<file path="config.mk">
export PLATFORM = sky130hd
export DESIGN_NAME = radar_report_frame_parser_core
export DESIGN_NICKNAME = d
export VERILOG_FILES = /design/src/sv/rrfp_pkg.sv /design/src/sv/radar_report_frame_parser_core.sv
export SDC_FILE = /design/constraint.sdc
export NUM_CORES = 1
export LEC_CHECK = 0
export ABC_AREA = 1
export BUFFER_PORTS_ARGS = -buffer_cell sky130_fd_sc_hd__buf_2
export CAP_MARGIN = 5
export CORE_UTILIZATION = 60
export CTS_CLUSTER_DIAMETER = 200
export DETAILED_ROUTE_END_ITERATION = 10
export GPL_ROUTABILITY_DRIVEN = 0
export GPL_TIMING_DRIVEN = 1
export HOLD_SLACK_MARGIN = 0.08
export PLACE_DENSITY = 0.8
export SETUP_SLACK_MARGIN = 0.05
export SLEW_MARGIN = 20
export SYNTH_ARGS = -nofsm -noshare
export SYNTH_HDL_FRONTEND = slang
export SYNTH_SLANG_ARGS = --single-unit
</file>
<file path="constraint.sdc">
create_clock -name clk -period 6.1 [get_ports clk]
set_input_delay 0.61 -clock clk [delete_from_list [all_inputs] [get_ports clk]]
set_output_delay 0.61 -clock clk [all_outputs]
set_load 0.005 [all_outputs]
</file>
<file path="src/sv/rrfp_pkg.sv">
// Package: constants, codes and types for the radar report frame parser.
package rrfp_pkg;

    localparam int MAX_FRAME      = 64;
    localparam int FRAME_OVERHEAD = 10;
    localparam int LEN_LIMIT      = MAX_FRAME - FRAME_OVERHEAD;
    localparam int POS_W          = $clog2(MAX_FRAME + 1);
    localparam int CAP_FIRST      = 6;
    localparam int CAP_COUNT      = 11;
    localparam int HEADER_BYTES   = 4;
    localparam int LEN_W          = 16;
    localparam int CMP_W          = LEN_W + 1;

    localparam int CFG_IDX_W = 2;
    localparam logic [CFG_IDX_W-1:0] REG_DATA_HEADER = 2'd0;
    localparam logic [CFG_IDX_W-1:0] REG_CMD_HEADER  = 2'd1;
    localparam logic [CFG_IDX_W-1:0] REG_DATA_TAIL   = 2'd2;
    localparam logic [CFG_IDX_W-1:0] REG_CMD_TAIL    = 2'd3;

    localparam logic [31:0] DATA_HEADER_RST = 32'hF1F2F3F4;
    localparam logic [31:0] CMD_HEADER_RST  = 32'hFDFCFBFA;
    localparam logic [31:0] DATA_TAIL_RST   = 32'hF5F6F7F8;
    localparam logic [31:0] CMD_TAIL_RST    = 32'h04030201;

    localparam logic [1:0] PHASE_HUNT = 2'd0;
    localparam logic [1:0] PHASE_LEN  = 2'd1;
    localparam logic [1:0] PHASE_BODY = 2'd2;

    localparam logic [2:0] ST_TARGET   = 3'd0;
    localparam logic [2:0] ST_ENG      = 3'd1;
    localparam logic [2:0] ST_BAD_TYPE = 3'd2;
    localparam logic [2:0] ST_BAD_HEAD = 3'd3;
    localparam logic [2:0] ST_BAD_TAIL = 3'd4;
    localparam logic [2:0] ST_BAD_LEN  = 3'd5;

    localparam logic [7:0] TYPE_TARGET = 8'h02;
    localparam logic [7:0] TYPE_ENG    = 8'h01;
    localparam logic [7:0] HEAD_MARK   = 8'hAA;

    typedef logic [7:0] byte_t;
    typedef byte_t [CAP_COUNT-1:0] cap_t;

endpackage

</file>
<file path="src/sv/radar_report_frame_parser_core.sv">
// Top level: byte-serial radar report frame parser with registered result.
//
//  channel  | handshake             | payload
//  ---------+-----------------------+--------------------------------------------
//  in       | in_valid / in_ready   | rx_byte
//  out      | out_valid / out_ready | frame_status, target fields, frame counters
//  cfg      | cfg_valid / cfg_ready | cfg_index, cfg_data
//
// One byte per cycle while in_ready is high: each accepted byte updates the
// parser state in the cycle it arrives; a frame result lands in the output
// register at the next edge, with out_valid registered alongside it.
// in_ready drops only while a result is held and out_ready is low.
// rst_n clears parser state, counters, captured bytes and restores the
// header and tail registers. cfg writes are always taken.
module radar_report_frame_parser_core (
    input  logic                          clk,
    input  logic                          rst_n,
    input  logic                          in_valid,
    output logic                          in_ready,
    input  logic [7:0]                    rx_byte,
    output logic                          out_valid,
    input  logic                          out_ready,
    output logic [2:0]                    frame_status,
    output logic [7:0]                    tgt_state,
    output logic [15:0]                   move_dist,
    output logic [7:0]                    move_energy,
    output logic [15:0]                   still_dist,
    output logic [7:0]                    still_energy,
    output logic [15:0]                   detect_dist,
    output logic [31:0]                   good_frame_count,
    output logic [31:0]                   bad_frame_count,
    input  logic                          cfg_valid,
    output logic                          cfg_ready,
    input  logic [rrfp_pkg::CFG_IDX_W-1:0] cfg_index,
    input  logic [31:0]                   cfg_data
);
    import rrfp_pkg::*;

    logic [31:0]      data_header_reg;
    logic [31:0]      cmd_header_reg;
    logic [31:0]      data_tail_reg;
    logic [31:0]      cmd_tail_reg;

    logic [1:0]       phase_reg, phase_next;
    logic [POS_W-1:0] pos_reg, pos_next;
    logic [31:0]      header_reg, header_next;
    logic [LEN_W-1:0] len_reg, len_next;
    logic [31:0]      tail_reg, tail_next;
    cap_t             cap_reg, cap_next;
    logic [31:0]      ok_reg, ok_next;
    logic [31:0]      err_reg, err_next;

    logic             out_valid_reg;
    logic [2:0]       status_reg;
    logic [7:0]       state_reg;
    logic [15:0]      mdist_reg;
    logic [7:0]       menergy_reg;
    logic [15:0]      sdist_reg;
    logic [7:0]       senergy_reg;
    logic [15:0]      ddist_reg;
    logic [31:0]      good_reg;
    logic [31:0]      bad_reg;

    logic             accept;
    logic             emit;
    logic [2:0]       emit_status;
    logic [POS_W-1:0] pos_inc;
    logic [31:0]      hunt_window;
    logic [LEN_W-1:0] len_full;
    logic             frame_done;
    logic             tail_good;

    assign accept    = in_valid && in_ready;
    assign in_ready  = !out_valid_reg || out_ready;
    assign cfg_ready = 1'b1;
    assign pos_inc   = pos_reg + POS_W'(1);
    assign hunt_window = {rx_byte, header_reg[31:8]};
    assign len_full  = {rx_byte, len_reg[7:0]};
    assign frame_done = CMP_W'(pos_inc) >= (CMP_W'(len_reg) + CMP_W'(FRAME_OVERHEAD));

    always_comb
    begin
        phase_next  = phase_reg;
        pos_next    = pos_reg;
        header_next = header_reg;
        len_next    = len_reg;
        tail_next   = tail_reg;
        cap_next    = cap_reg;
        ok_next     = ok_reg;
        err_next    = err_reg;
        emit        = 1'b0;
        emit_status = ST_TARGET;
        tail_good   = 1'b0;
        if (accept)
        begin
            unique case (phase_reg)
                PHASE_HUNT:
                begin
                    header_next = hunt_window;
                    if (pos_reg < POS_W'(HEADER_BYTES))
                    begin
                        pos_next = pos_inc;
                    end
                    if ((pos_next == POS_W'(HEADER_BYTES)) &&
                        (hunt_window == data_header_reg || hunt_window == cmd_header_reg))
                    begin
                        phase_next = PHASE_LEN;
                    end
                end
                PHASE_LEN:
                begin
                    if (pos_reg == POS_W'(HEADER_BYTES))
                    begin
                        len_next = LEN_W'(rx_byte);
                        pos_next = pos_inc;
                    end
                    else
                    begin
                        len_next = len_full;
                        if (32'(len_full) > 32'(LEN_LIMIT))
                        begin
                            err_next    = err_reg + 32'd1;
                            emit        = 1'b1;
                            emit_status = ST_BAD_LEN;
                            phase_next  = PHASE_HUNT;
                            pos_next    = '0;
                            header_next = '0;
                        end
                        else
                        begin
                            pos_next   = POS_W'(CAP_FIRST);
                            tail_next  = '0;
                            phase_next = PHASE_BODY;
                        end
                    end
                end
                PHASE_BODY:
                begin
                    for (int i = 0; i < CAP_COUNT; i++)
                    begin
                        if (pos_reg == POS_W'(CAP_FIRST + i))
                        begin
                            cap_next[i] = rx_byte;
                        end
                    end
                    tail_next = {rx_byte, tail_reg[31:8]};
                    pos_next  = pos_inc;
                    if (frame_done)
                    begin
                        tail_good = (header_reg == data_header_reg && tail_next == data_tail_reg) ||
                                    (header_reg == cmd_header_reg && tail_next == cmd_tail_reg);
                        phase_next  = PHASE_HUNT;
                        pos_next    = '0;
                        header_next = '0;
                        emit        = 1'b1;
                        if (!tail_good)
                        begin
                            err_next    = err_reg + 32'd1;
                            emit_status = ST_BAD_TAIL;
                        end
                        else
                        begin
                            ok_next = ok_reg + 32'd1;
                            priority if (cap_next[0] != TYPE_TARGET && cap_next[0] != TYPE_ENG)
                            begin
                                emit_status = ST_BAD_TYPE;
                            end
                            else if (cap_next[1] != HEAD_MARK)
                            begin
                                emit_status = ST_BAD_HEAD;
                            end
                            else if (cap_next[0] == TYPE_TARGET)
                            begin
                                emit_status = ST_TARGET;
                            end
                            else
                            begin
                                emit_status = ST_ENG;
                            end
                        end
                    end
                end
                default:
                begin
                    phase_next  = PHASE_HUNT;
                    pos_next    = '0;
                    header_next = '0;
                end
            endcase
        end
    end

    always_ff @(posedge clk or negedge rst_n)
    begin
        if (!rst_n)
        begin
            data_header_reg <= DATA_HEADER_RST;
            cmd_header_reg  <= CMD_HEADER_RST;
            data_tail_reg   <= DATA_TAIL_RST;
            cmd_tail_reg    <= CMD_TAIL_RST;
        end
        else if (cfg_valid)
        begin
            unique case (cfg_index)
                REG_DATA_HEADER: data_header_reg <= cfg_data;
                REG_CMD_HEADER:  cmd_header_reg  <= cfg_data;
                REG_DATA_TAIL:   data_tail_reg   <= cfg_data;
                REG_CMD_TAIL:    cmd_tail_reg    <= cfg_data;
                default:         data_header_reg <= data_header_reg;
            endcase
        end
    end

    always_ff @(posedge clk or negedge rst_n)
    begin
        if (!rst_n)
        begin
            phase_reg  <= PHASE_HUNT;
            pos_reg    <= '0;
            header_reg <= '0;
            len_reg    <= '0;
            tail_reg   <= '0;
            cap_reg    <= '0;
            ok_reg     <= '0;
            err_reg    <= '0;
        end
        else
        begin
            phase_reg  <= phase_next;
            pos_reg    <= pos_next;
            header_reg <= header_next;
            len_reg    <= len_next;
            tail_reg   <= tail_next;
            cap_reg    <= cap_next;
            ok_reg     <= ok_next;
            err_reg    <= err_next;
        end
    end

    always_ff @(posedge clk or negedge rst_n)
    begin
        if (!rst_n)
        begin
            out_valid_reg <= 1'b0;
        end
        else if (emit)
        begin
            out_valid_reg <= 1'b1;
        end
        else if (out_ready)
        begin
            out_valid_reg <= 1'b0;
        end
    end

    // decoded fields are zero on any error status
    always_ff @(posedge clk)
    begin
        if (emit)
        begin
            status_reg <= emit_status;
            good_reg   <= ok_next;
            bad_reg    <= err_next;
            if (emit_status == ST_TARGET || emit_status == ST_ENG)
            begin
                state_reg   <= cap_next[2];
                mdist_reg   <= {cap_next[4], cap_next[3]};
                menergy_reg <= cap_next[5];
                sdist_reg   <= {cap_next[7], cap_next[6]};
                senergy_reg <= cap_next[8];
                ddist_reg   <= {cap_next[10], cap_next[9]};
            end
            else
            begin
                state_reg   <= '0;
                mdist_reg   <= '0;
                menergy_reg <= '0;
                sdist_reg   <= '0;
                senergy_reg <= '0;
                ddist_reg   <= '0;
            end
        end
    end

    assign out_valid          = out_valid_reg;
    assign frame_status       = status_reg;
    assign tgt_state          = state_reg;
    assign move_dist          = mdist_reg;
    assign move_energy        = menergy_reg;
    assign still_dist         = sdist_reg;
    assign still_energy       = senergy_reg;
    assign detect_dist        = ddist_reg;
    assign good_frame_count   = good_reg;
    assign bad_frame_count    = bad_reg;

endmodule
</file>
==> results of run 1 <==
layout make-up:
cell class | count | area [µm²] | share of cell area
Inverter | 453 | 1703 | 0.06231
Antenna cell | 2 | 5.005 | 0.0001831
Tap cell | 525 | 656.9 | 0.02404
Clock buffer | 69 | 1396 | 0.05109
Multi-Input combinational cell | 1817 | 8728 | 0.3194
Sequential cell | 501 | 13330 | 0.4877
Clock inverter | 29 | 421.7 | 0.01543
Timing Repair Buffer | 201 | 1091 | 0.03992
cells by family (layout without fill, tap and decap cells):
logic type      Yosys count  after routing  share of synthesized area
simple gates           1262           1262                     0.2131
buf+inv                 561            752                    0.09106
flops                   501            501                     0.5499
compound gates          394            394                    0.08517
xor+xnor                141            141                    0.05095
fa+ha+maj                18             18                   0.009292
other cells               1              3                  0.0001547
mux                       1              1                  0.0004130
worst register-to-register path: cells and delay by family, from the launching register on:
family	cells	cell delay [ns]
AOI/OAI and AO/OA	2	0.46
xor gates and xnor gates	1	0.18
DFF	1	0.43
adders and majority gates	2	0.60
and+or+nand+nor	11	1.66
buffers and inverters	4	0.82
worst max-delay path by stage:
stage                                 startpoint                            end  slack, ns
after floorplan           pos_reg[0]$_DFFE_PN0P_   bad_frame_count[0]$_DFFE_PP_       0.55
after global placement                rx_byte[3]   move_energy[1]$_SDFFCE_PN0P_       1.97
after detailed placement              rx_byte[2]     tgt_state[0]$_SDFFCE_PN0P_       1.78
after CTS                 pos_reg[0]$_DFFE_PN0P_  still_energy[3]$_SDFFCE_PN0P_       1.75
after global routing      pos_reg[0]$_DFFE_PN0P_    still_dist[2]$_SDFFCE_PN0P_       1.29
final                     pos_reg[0]$_DFFE_PN0P_  still_energy[3]$_SDFFCE_PN0P_       1.66
cell usage after synthesis (3+ instances only):
master,number,share of area
sky130_fd_sc_hd__nand2_1,755,0.12
sky130_fd_sc_hd__inv_1,448,0.069
sky130_fd_sc_hd__o21ai_0,320,0.066
sky130_fd_sc_hd__dfrtp_1,286,0.30
sky130_fd_sc_hd__nor2_1,259,0.040
sky130_fd_sc_hd__nand3_1,146,0.030
sky130_fd_sc_hd__edfxtp_1,139,0.17
sky130_fd_sc_hd__xor2_1,122,0.044
sky130_fd_sc_hd__dfstp_2,76,0.082
sky130_fd_sc_hd__clkbuf_1,66,0.010
sky130_fd_sc_hd__nand4_1,36,0.0093
sky130_fd_sc_hd__nor3_1,35,0.0072
sky130_fd_sc_hd__a21oi_1,29,0.0060
sky130_fd_sc_hd__buf_2,21,0.0043
sky130_fd_sc_hd__xnor2_1,19,0.0069
sky130_fd_sc_hd__ha_1,18,0.0093
sky130_fd_sc_hd__o22ai_1,17,0.0044
sky130_fd_sc_hd__a22oi_1,12,0.0037
sky130_fd_sc_hd__clkbuf_2,12,0.0025
sky130_fd_sc_hd__nor4_1,10,0.0026
sky130_fd_sc_hd__buf_6,7,0.0033
sky130_fd_sc_hd__o21ai_1,7,0.0014
sky130_fd_sc_hd__or2_2,6,0.0015
sky130_fd_sc_hd__inv_2,5,0.00077
sky130_fd_sc_hd__o21bai_1,4,0.0012
sky130_fd_sc_hd__nand3_2,3,0.0012
sky130_fd_sc_hd__nor2_4,3,0.0014
what timing repair did:
item                                    CTS  global route
hold buffers                              1             0
endpoints found under the setup margin    0             0
hold endpoints to repair                 26             0
metal layers:
metal | GRT usage | part of all wire | vias to the layer above
met4 | 0.1480 | 0.046 | 0
li1 | - | - | 9343
met1 | 0.3893 | 0.40 | 9358
met2 | 0.5027 | 0.49 | 843
met5 | 0 | 0 | -
met3 | 0.04318 | 0.068 | 192
power by group:
group	internal (mW)	leakage, nW	switching (mW)
logic	0.746	6.49	1.44
registers	4.03	5.42	0.472
clock network	2.01	0.876	1.36
total	6.78	12.8	3.28
==> out/results.ini, run 1 <==
[sta]
timing_max_transition_violations_final = 0
finalSetupViolations = 0
worst_hold_slack_ns = 0.3075
fmax_mhz = 225.1
relSlewSlack = 0.3317
tns_ns = 0
finClkSkew_ns = 0.02183
layout_min_cycle_time_ns = 4.442
grt_setup_unrepaired = no
layout_setup_ws_ns = 1.658
final_min_period_over_clock_period = 0.7283
max_slew.worst_pin.slew_ns = 1.002
finalHoldViolCount = 0

[finish]
largest_register_ffs = 88
layout.cells.most_common = sky130_fd_sc_hd__nand2_1
final.fill_count = 3074
area.growth.synth_to_final_pct = 12.76
design.final.nets = 3091
drive_gt1_frac = 0.1261
post_layout_nonfiller_instances = 3597
design_area_final_um2 = 27330
most-common-layout-cells = 755 x sky130_fd_sc_hd__nand2_1, 447 x sky130_fd_sc_hd__inv_1, 320 x sky130_fd_sc_hd__o21ai_0, 286 x sky130_fd_sc_hd__dfrtp_1, 259 x sky130_fd_sc_hd__nor2_1
finish.utilization = 0.6863

[synth]
synthesis.nets = 2944
synth-edff-count = 139
async_reset_ff_frac = 0.7226
synth_cells = 2879
synthDistinctLibCells = 40
post_synthesis_mean_instance_area_um2 = 8.419
synth.yosys.seq_area_share = 0.5499
synth_flop_cell = sky130_fd_sc_hd__dfrtp_1
mappedNetlistArea_um2 = 24240
yosysWarnings = 0
ys_ff_latch = 501

[clock_tree]
cts.path.max_buffers = 3
cts.root.buffer_cell = sky130_fd_sc_hd__clkbuf_16
postCtsSetupBuffers = 0
clock_tree.htree_level_count = 2
path_clk_slew_ns = 0.06
tritoncts_clock_tree = yes
clk_sinks = 501
clock_latency_ns = 0.61
cts_repair_resize_count = 0
cts_buffers = 52

[routing]
detailed_router_iteration_count_before_antenna_repair = 5
routed_wire_length_per_instance_um = 16.95
num_vias = 19736
drt.antenna.violating_nets = 0
detailedRoute.firstIterationViolations = 1888
drcViolationCount = 0
route.detailed.vias_per_inst = 5.487
drt-total-wl_mm = 60.98

[placement]
dpl_worst_slack_ns = 1.781
placed_area_um2 = 25500
numPlacedInstances = 3496
dpl.hpwl_mm = 41.30
io_buffers = 187

[worst_hold_path]
min_from = cfg_data[17]
min-delay-path-class = in2reg
worstHoldEndpoint = data_header_reg[17]$_DFFE_PN1P_
min_delay_path_depth = 3

[grt]
grtUsageTotal = 0.3020
grt_start_max_net_pins = 184
first_global_vias = 19231
grt_pass1_wl_mm = 98.61
number_of_antenna_violations_at_the_first_check_in_global_routing = 2
gr-total-overflow = 0

[worst_setup_path]
crit_path_max_fanout = 72
cpMostUsedCell = sky130_fd_sc_hd__nand2_1
r2r_cells = 20
critical_path_launch_point_type = flop
critical_path.slowest_cell = sky130_fd_sc_hd__buf_4
crit_arrival_ns = 4.76
timing.critical_path.to_type = flop
crit_required_ns = 6.41
max_stage_delay_ns = 0.60
cp_num_cells = 20
crit_buf_inv = 4
regToRegStartpoint = pos_reg[0]$_DFFE_PN0P_
criticalPathCategory = reg2reg
cp_top_family = simple AND/OR/NAND/NOR gates
rr_endpoint = still_energy[3]$_SDFFCE_PN0P_
reg2reg_setup_slack_ns = 1.66
worstPathCellList = ha_1 > inv_1 > nor2_1 > nand3_1 > xor2_1 > ha_1 > nand2_1 > inv_1 > nand3_1 > nand2_1 > inv_1 > nand2_1 > nand2_1 > nor2_1 > nand3_1 > o21ai_4 > nand3_2 > o21ai_4 > buf_4 > nor2_1

[power]
totalPowerFinal_mw = 10.06
max-vdd-ir-drop_uv = 215.0
pwr_density_cell_nw_per_um2 = 368.3
leakage_nw = 12.78

[outcome]
outcome = finished, final reports clean

[die]
io_pins = 189
floorplan.initialDensity = 0.6086
std_cell_rows = 73
dieWidth_um = 203.0
die_y_um = 203.0
fp.dieArea_um2 = 41200
core_region_area_um2 = 39820

[run]
max_cap_check_violation_count = 0

Note: power is estimated with default switching activity, not from simulation.
==> inputs of run 2 (changes only) <==
- CORE_UTILIZATION: 60 -> 55
- PLACE_DENSITY: 0.8 -> 0.77
- clock period: 6.1 -> 4 ns (I/O delays scaled with it)
==> run 2 against run 1 <==
Net effect: critical path depth shrank 1; non-clock buffer count rose by 23; worst hold slack got worse by 0.20 ns; final area is 0.84% higher; register-to-register slack worse by 1.3 ns; core utilization decreased by 4.9 points; clock skew grew 0.018 ns; maximum frequency is 21% higher; sequential share of layout area down 0.41 points; wire length rose by 0.46%; sequential power rose by 52%.
==> out/results.ini, run 2 (synthesized netlist as in run 1, its figures left out) <==
[worst_setup_path]
critical_path.slowest_cell = sky130_fd_sc_hd__dfrtp_1
max_stage_delay_ns = 0.47
crit_path_max_fanout = 49
crit_required_ns = 4.26
timing.critical_path.to_type = flop
crit_buf_inv = 5
cp_top_family = simple AND/OR/NAND/NOR gates
critical_path_launch_point_type = flop
worstPathCellList = ha_4 > inv_2 > nor2_2 > xor2_1 > inv_1 > ha_1 > nand2_1 > nor2_1 > nand3_1 > nand2_1 > inv_1 > nand2_1 > nand2_1 > nor2_1 > nand3_2 > o21ai_4 > nand2_2 > clkinvlp_4 > buf_12
cpMostUsedCell = sky130_fd_sc_hd__nand2_1
crit_arrival_ns = 3.93
criticalPathCategory = reg2reg

[sta]
final_min_period_over_clock_period = 0.9185
finClkSkew_ns = 0.03971
timing_max_transition_violations_final = 0
grt_setup_unrepaired = no
tns_ns = 0
fmax_mhz = 272.2
finalHoldViolCount = 0
worst_hold_slack_ns = 0.1109
max_slew.worst_pin.slew_ns = 0.8289
layout_min_cycle_time_ns = 3.674
finalSetupViolations = 0
relSlewSlack = 0.4423

[clock_tree]
clk_sinks = 501
tritoncts_clock_tree = yes
path_clk_slew_ns = 0.06
cts.path.max_buffers = 3
cts_buffers = 50
clock_latency_ns = 0.61
cts.root.buffer_cell = sky130_fd_sc_hd__clkbuf_16
cts_repair_resize_count = 0
clock_tree.htree_level_count = 2

[finish]
design.final.nets = 3112
sequential_standard_cell_area_um2 = 13330
drive_gt1_frac = 0.1344
layout.cells.most_common = sky130_fd_sc_hd__nand2_1
largest_register_ffs = 88
area.growth.synth_to_final_pct = 13.70
most-common-layout-cells = 754 x sky130_fd_sc_hd__nand2_1, 446 x sky130_fd_sc_hd__inv_1, 320 x sky130_fd_sc_hd__o21ai_0, 286 x sky130_fd_sc_hd__dfrtp_1, 258 x sky130_fd_sc_hd__nor2_1
multi_input_comb_area_um2 = 8751
final.fill_count = 3499

[routing]
detailed_router_iteration_count_before_antenna_repair = 6
detailedRoute.firstIterationViolations = 1782
num_vias = 19711
drt.antenna.violating_nets = 0
routed_wire_length_per_instance_um = 16.67
drcViolationCount = 0
route.detailed.vias_per_inst = 5.365
drt-total-wl_mm = 61.26

[die]
core_region_area_um2 = 43270
die_y_um = 211.9
fp.dieArea_um2 = 44910
floorplan.initialDensity = 0.5602
std_cell_rows = 76
io_pins = 189
dieWidth_um = 211.9

[run]
max_cap_check_violation_count = 0

[placement]
io_buffers = 187
dpl.hpwl_mm = 43.14

[grt]
grtUsageTotal = 0.2750
grt_pass1_wl_mm = 96.78
gr-total-overflow = 0
grt_start_max_net_pins = 93
first_global_vias = 18860
number_of_antenna_violations_at_the_first_check_in_global_routing = 1

[power]
leakage_nw = 12.85
max-vdd-ir-drop_uv = 336.5
pwr_density_cell_nw_per_um2 = 548.4

[worst_hold_path]
min-delay-path-class = in2reg

[outcome]
outcome = finished, final reports clean

[run 2: cell types whose count changed in the layout (fill, tap and decap cells not counted), moves of 2 or more]
cell	before	now
sky130_fd_sc_hd__buf_4	10	26
sky130_fd_sc_hd__clkbuf_8	1	12
sky130_fd_sc_hd__bufinv_16	9	3
sky130_fd_sc_hd__buf_12	3	8
sky130_fd_sc_hd__clkbuf_1	15	10
sky130_fd_sc_hd__clkinv_2	8	3
sky130_fd_sc_hd__clkinvlp_4	4	7
sky130_fd_sc_hd__inv_6	1	4
sky130_fd_sc_hd__clkbuf_16	53	51
sky130_fd_sc_hd__clkinv_1	2	0
sky130_fd_sc_hd__dlygate4sd3_1	1	3
[run 2: layout make-up]
class                   count  share of cell area
well taps                 585             0.02656
multi-input cells        1817              0.3175
repair buffers            224             0.04831
diodes                      1          0.00009080
flip-flops and latches    501              0.4836
inverters                 453             0.06184
clock inverters            20            0.008399
clock buffers              73             0.05366
[run 2: stage by stage]
step | util | setup WS [ns] | power, mW | instances | cell area, µm²
2_1_floorplan | - | -0.4032 | 9.139 | 2879 | 24270
3_3_place_gp | 0.5967 | 0.5505 | 10.13 | 3577 | 25820
3_5_place_dp | 0.5967 | 0.4059 | 10.26 | 3577 | 25820
4_1_cts | 0.6369 | 0.3764 | 15.12 | 3673 | 27560
5_1_grt | 0.6370 | 0.06369 | 15.85 | 3674 | 27560
6_report | 0.6370 | 0.3262 | 15.11 | 3674 | 27560
[run 2: worst reg2reg max path, cell delays in order, from the launching register on]
cell and delay, ns:
sky130_fd_sc_hd__dfrtp_1 0.47, sky130_fd_sc_hd__ha_4 0.21, sky130_fd_sc_hd__inv_2 0.05, sky130_fd_sc_hd__nor2_2 0.13, sky130_fd_sc_hd__xor2_1 0.16, sky130_fd_sc_hd__inv_1 0.09
sky130_fd_sc_hd__ha_1 0.30, sky130_fd_sc_hd__nand2_1 0.07, sky130_fd_sc_hd__nor2_1 0.11, sky130_fd_sc_hd__nand3_1 0.08, sky130_fd_sc_hd__nand2_1 0.06, sky130_fd_sc_hd__inv_1 0.03
sky130_fd_sc_hd__nand2_1 0.07, sky130_fd_sc_hd__nand2_1 0.05, sky130_fd_sc_hd__nor2_1 0.15, sky130_fd_sc_hd__nand3_2 0.13, sky130_fd_sc_hd__o21ai_4 0.31, sky130_fd_sc_hd__nand2_2 0.13
sky130_fd_sc_hd__clkinvlp_4 0.35, sky130_fd_sc_hd__buf_12 0.33
[run 2: metal layers]
metal	global-route usage	wire length, µm
met1	0.3463	24820
met2	0.4764	30620
met3	0.03397	3436
met4	0.1194	2388
met5	0	0
[run 2: final timing paths]
path	from	to	slack [ns]	cells past startpoint
worst max-delay path	pos_reg[0]$_DFFE_PN0P_	move_dist[11]$_SDFFCE_PN0P_	0.33	19
worst min-delay path	cfg_data[4]	data_header_reg[4]$_DFFE_PN1P_	0.11	3
min in group asynchronous	rst_n	err_reg[6]$_DFF_PN0_	0.42	2
worst max register to register	pos_reg[0]$_DFFE_PN0P_	move_dist[11]$_SDFFCE_PN0P_	0.33	19
worst min register to register	cap_reg[13]$_DFFE_PN0P_	cap_reg[13]$_DFFE_PN0P_	0.49	2
max in group asynchronous	rst_n	cmd_tail_reg[16]$_DFFE_PN1P_	2.57	3
[run 2: timing repair]
item,4_1_cts,5_1_grt
setup buffers,0,0
hold buffers,3,0
hold endpoints to repair,83,0
[run 2: where the power goes]
group | leakage, nW | switching (mW) | total, mW | internal (mW)
logic | 6.61 | 2.22 | 3.42 | 1.20
registers | 5.42 | 0.708 | 6.85 | 6.14
clock network | 0.822 | 2.06 | 4.84 | 2.79
==> inputs of run 3 (changes only) <==
- CORE_UTILIZATION: 55 -> 60
- PLACE_DENSITY: 0.77 -> 0.8
- clock period: 4 -> 3.41 ns (I/O delays scaled with it)
==> run 3 against run 2 <==
Net effect: die area is 8.3% lower; core utilization is 7.5 points higher; sequential cell count stayed put; clock power is 18% higher; maximum frequency is 13% higher; clock skew is 0.012 ns lower; via count is 3.3% higher; worst setup slack worse by 0.18 ns; combinational power is 28% higher; critical endpoint is now bad_frame_count[9]$_DFFE_PP_; largest cell class unchanged; largest power group unchanged.
==> out/results.ini, run 3 (synthesized netlist as in run 1, its figures left out) <==
[grt]
use_met1 = 0.3827
number_of_antenna_violations_at_the_first_check_in_global_routing = 3
global_route.usage.met2 = 0.5267
global_route_met3_utilization = 0.04125
grtUsageTotal = 0.3040
gr-total-overflow = 0
grt_pass1_wl_mm = 98.92
grt_start_max_net_pins = 106
gr-max-usage-layer = met2
first_global_vias = 19697

[routing]
detailed_router_iteration_count_before_antenna_repair = 6
detailedRoute.firstIterationViolations = 1869
drt-total-wl_mm = 64.52
route.detailed.vias_per_inst = 5.534
num_vias = 20361
routed_wire_length_per_instance_um = 17.54
drcViolationCount = 0
drt.antenna.violating_nets = 0

[sta]
relSlewSlack = 0.3538
worst_hold_slack_ns = 0.1059
timing_max_transition_violations_final = 0
max_slew.worst_pin.slew_ns = 0.9692
fmax_mhz = 306.8
final_min_period_over_clock_period = 0.9560
finalHoldViolCount = 0
finClkSkew_ns = 0.02723
layout_min_cycle_time_ns = 3.260
layout_setup_ws_ns = 0.1500
finalSetupViolations = 0

[worst_setup_path]
crit_arrival_ns = 3.60
criticalPathCategory = reg2reg
max_stage_delay_ns = 0.44
reg2reg_setup_slack_ns = 0.15
crit_buf_inv = 5
critical_path.slowest_cell = sky130_fd_sc_hd__dfrtp_2
worstPathCellList = ha_4 > inv_2 > nor2_4 > xor2_1 > inv_1 > ha_4 > nand2_2 > nor2_1 > nand3_1 > nand2_1 > inv_1 > nand2_2 > nand2_1 > nor2_2 > nand3_2 > nand2_2 > nand3_4 > nor2_4 > buf_12 > clkinvlp_4 > nand2_1 > o21ai_1
timing.critical_path.to_type = flop
regToRegStartpoint = pos_reg[0]$_DFFE_PN0P_
rr_endpoint = bad_frame_count[9]$_DFFE_PP_
r2r_cells = 22
cp_top_family = simple AND/OR/NAND/NOR gates
crit_path_max_fanout = 5
crit_required_ns = 3.75
critical_path_launch_point_type = flop

[finish]
drive_gt1_frac = 0.1529
most-common-layout-cells = 748 x sky130_fd_sc_hd__nand2_1, 444 x sky130_fd_sc_hd__inv_1, 319 x sky130_fd_sc_hd__o21ai_0, 282 x sky130_fd_sc_hd__dfrtp_1, 254 x sky130_fd_sc_hd__nor2_1
design_area_final_um2 = 28340
largest_register_ffs = 88
area.growth.synth_to_final_pct = 16.91
design.final.nets = 3176
layout.cells.most_common = sky130_fd_sc_hd__nand2_1
post_layout_nonfiller_instances = 3679

[power]
pwr_density_cell_nw_per_um2 = 639.2
max-vdd-ir-drop_uv = 479.8
leakage_nw = 13.24
totalPowerFinal_mw = 18.11

[clock_tree]
cts.path.max_buffers = 3
cts.root.buffer_cell = sky130_fd_sc_hd__clkbuf_16
path_clk_slew_ns = 0.06
clock_latency_ns = 0.61
tritoncts_clock_tree = yes
clock_tree.htree_level_count = 2
clk_sinks = 501
cts_buffers = 51

[placement]
dpl.hpwl_mm = 42.71
placed_area_um2 = 25950
dpl_worst_slack_ns = 0.04042
io_buffers = 187
numPlacedInstances = 3543

[die]
io_pins = 189
core_region_area_um2 = 39820
std_cell_rows = 73
die_y_um = 203.0
dieWidth_um = 203.0
floorplan.initialDensity = 0.6086
fp.dieArea_um2 = 41200

[worst_hold_path]
worstHoldEndpoint = cmd_tail_reg[6]$_DFFE_PN0P_
min_delay_path_depth = 3
min-delay-path-class = in2reg
min_from = cfg_data[6]

[run]
max_cap_check_violation_count = 0

[outcome]
outcome = finished, final reports clean

==> run 3: worst max-delay path by stage <==
stage          depth (start not counted)              startpoint                      endpoint  slack, ns
6_report                              22  pos_reg[0]$_DFFE_PN0P_  bad_frame_count[9]$_DFFE_PP_       0.15
3_3_place_gp                          22  pos_reg[1]$_DFFE_PN0P_  bad_frame_count[9]$_DFFE_PP_       0.18
3_5_place_dp                          22  pos_reg[1]$_DFFE_PN0P_  bad_frame_count[2]$_DFFE_PP_       0.04
4_1_cts                               20  pos_reg[1]$_DFFE_PN0P_    tgt_state[3]$_SDFFCE_PN0P_       0.06
2_1_floorplan                         18  pos_reg[1]$_DFFE_PN0P_  bad_frame_count[0]$_DFFE_PP_      -0.99
5_1_grt                               22  pos_reg[0]$_DFFE_PN0P_  bad_frame_count[9]$_DFFE_PP_      -0.01
==> run 3: worst min-delay path: stages <==
cell and delay, ns:
sky130_fd_sc_hd__buf_2 0.07, sky130_fd_sc_hd__inv_1 0.09, sky130_fd_sc_hd__o21ai_0 0.17
==> run 3: stage by stage <==
stage / setup TNS [ns] / util
CTS: 0 / 0.6987
detailed placement: 0 / 0.6516
floorplan: -138.06 / -
global route: -0.02287 / 0.7115
global placement: 0 / 0.6516
finish: 0 / 0.7115
==> run 3: layer usage <==
metal  vias to the layer above  share of wire
met3                       178          0.070
met1                      9752           0.39
li1                       9518              -
met2                       913           0.50
met5                         -              0
met4                         0          0.038
==> run 3: power breakdown <==
| group | switching [mW] | leakage [nW] | internal (mW) |
|---|---|---|---|
| Clock | 2.35 | 0.833 | 3.34 |
| Combinational | 2.72 | 6.99 | 1.66 |
| Sequential | 0.836 | 5.41 | 7.21 |
| Total | 5.91 | 13.2 | 12.2 |
==> run 3: timing repair <==
action / in CTS / in global routing
setup endpoints to repair: 4 / 328
hold buffers: 18 / 0
pin swaps: 0 / 13
gates cloned: 0 / 10
buffers inserted: 0 / 12
endpoints found under the hold margin: 109 / 0
gates resized for setup: 1 / 34
==> run 3: area by class of cell <==
type / count / area (µm²)
Sequential cell: 501 / 13330
Fill cell: 2927 / 11490
Multi-Input combinational cell: 1817 / 8852
Timing Repair Buffer: 287 / 2087
Inverter: 453 / 1708
Clock buffer: 74 / 1454
Tap cell: 525 / 656.9
Clock inverter: 20 / 240.2
Antenna cell: 2 / 5.005
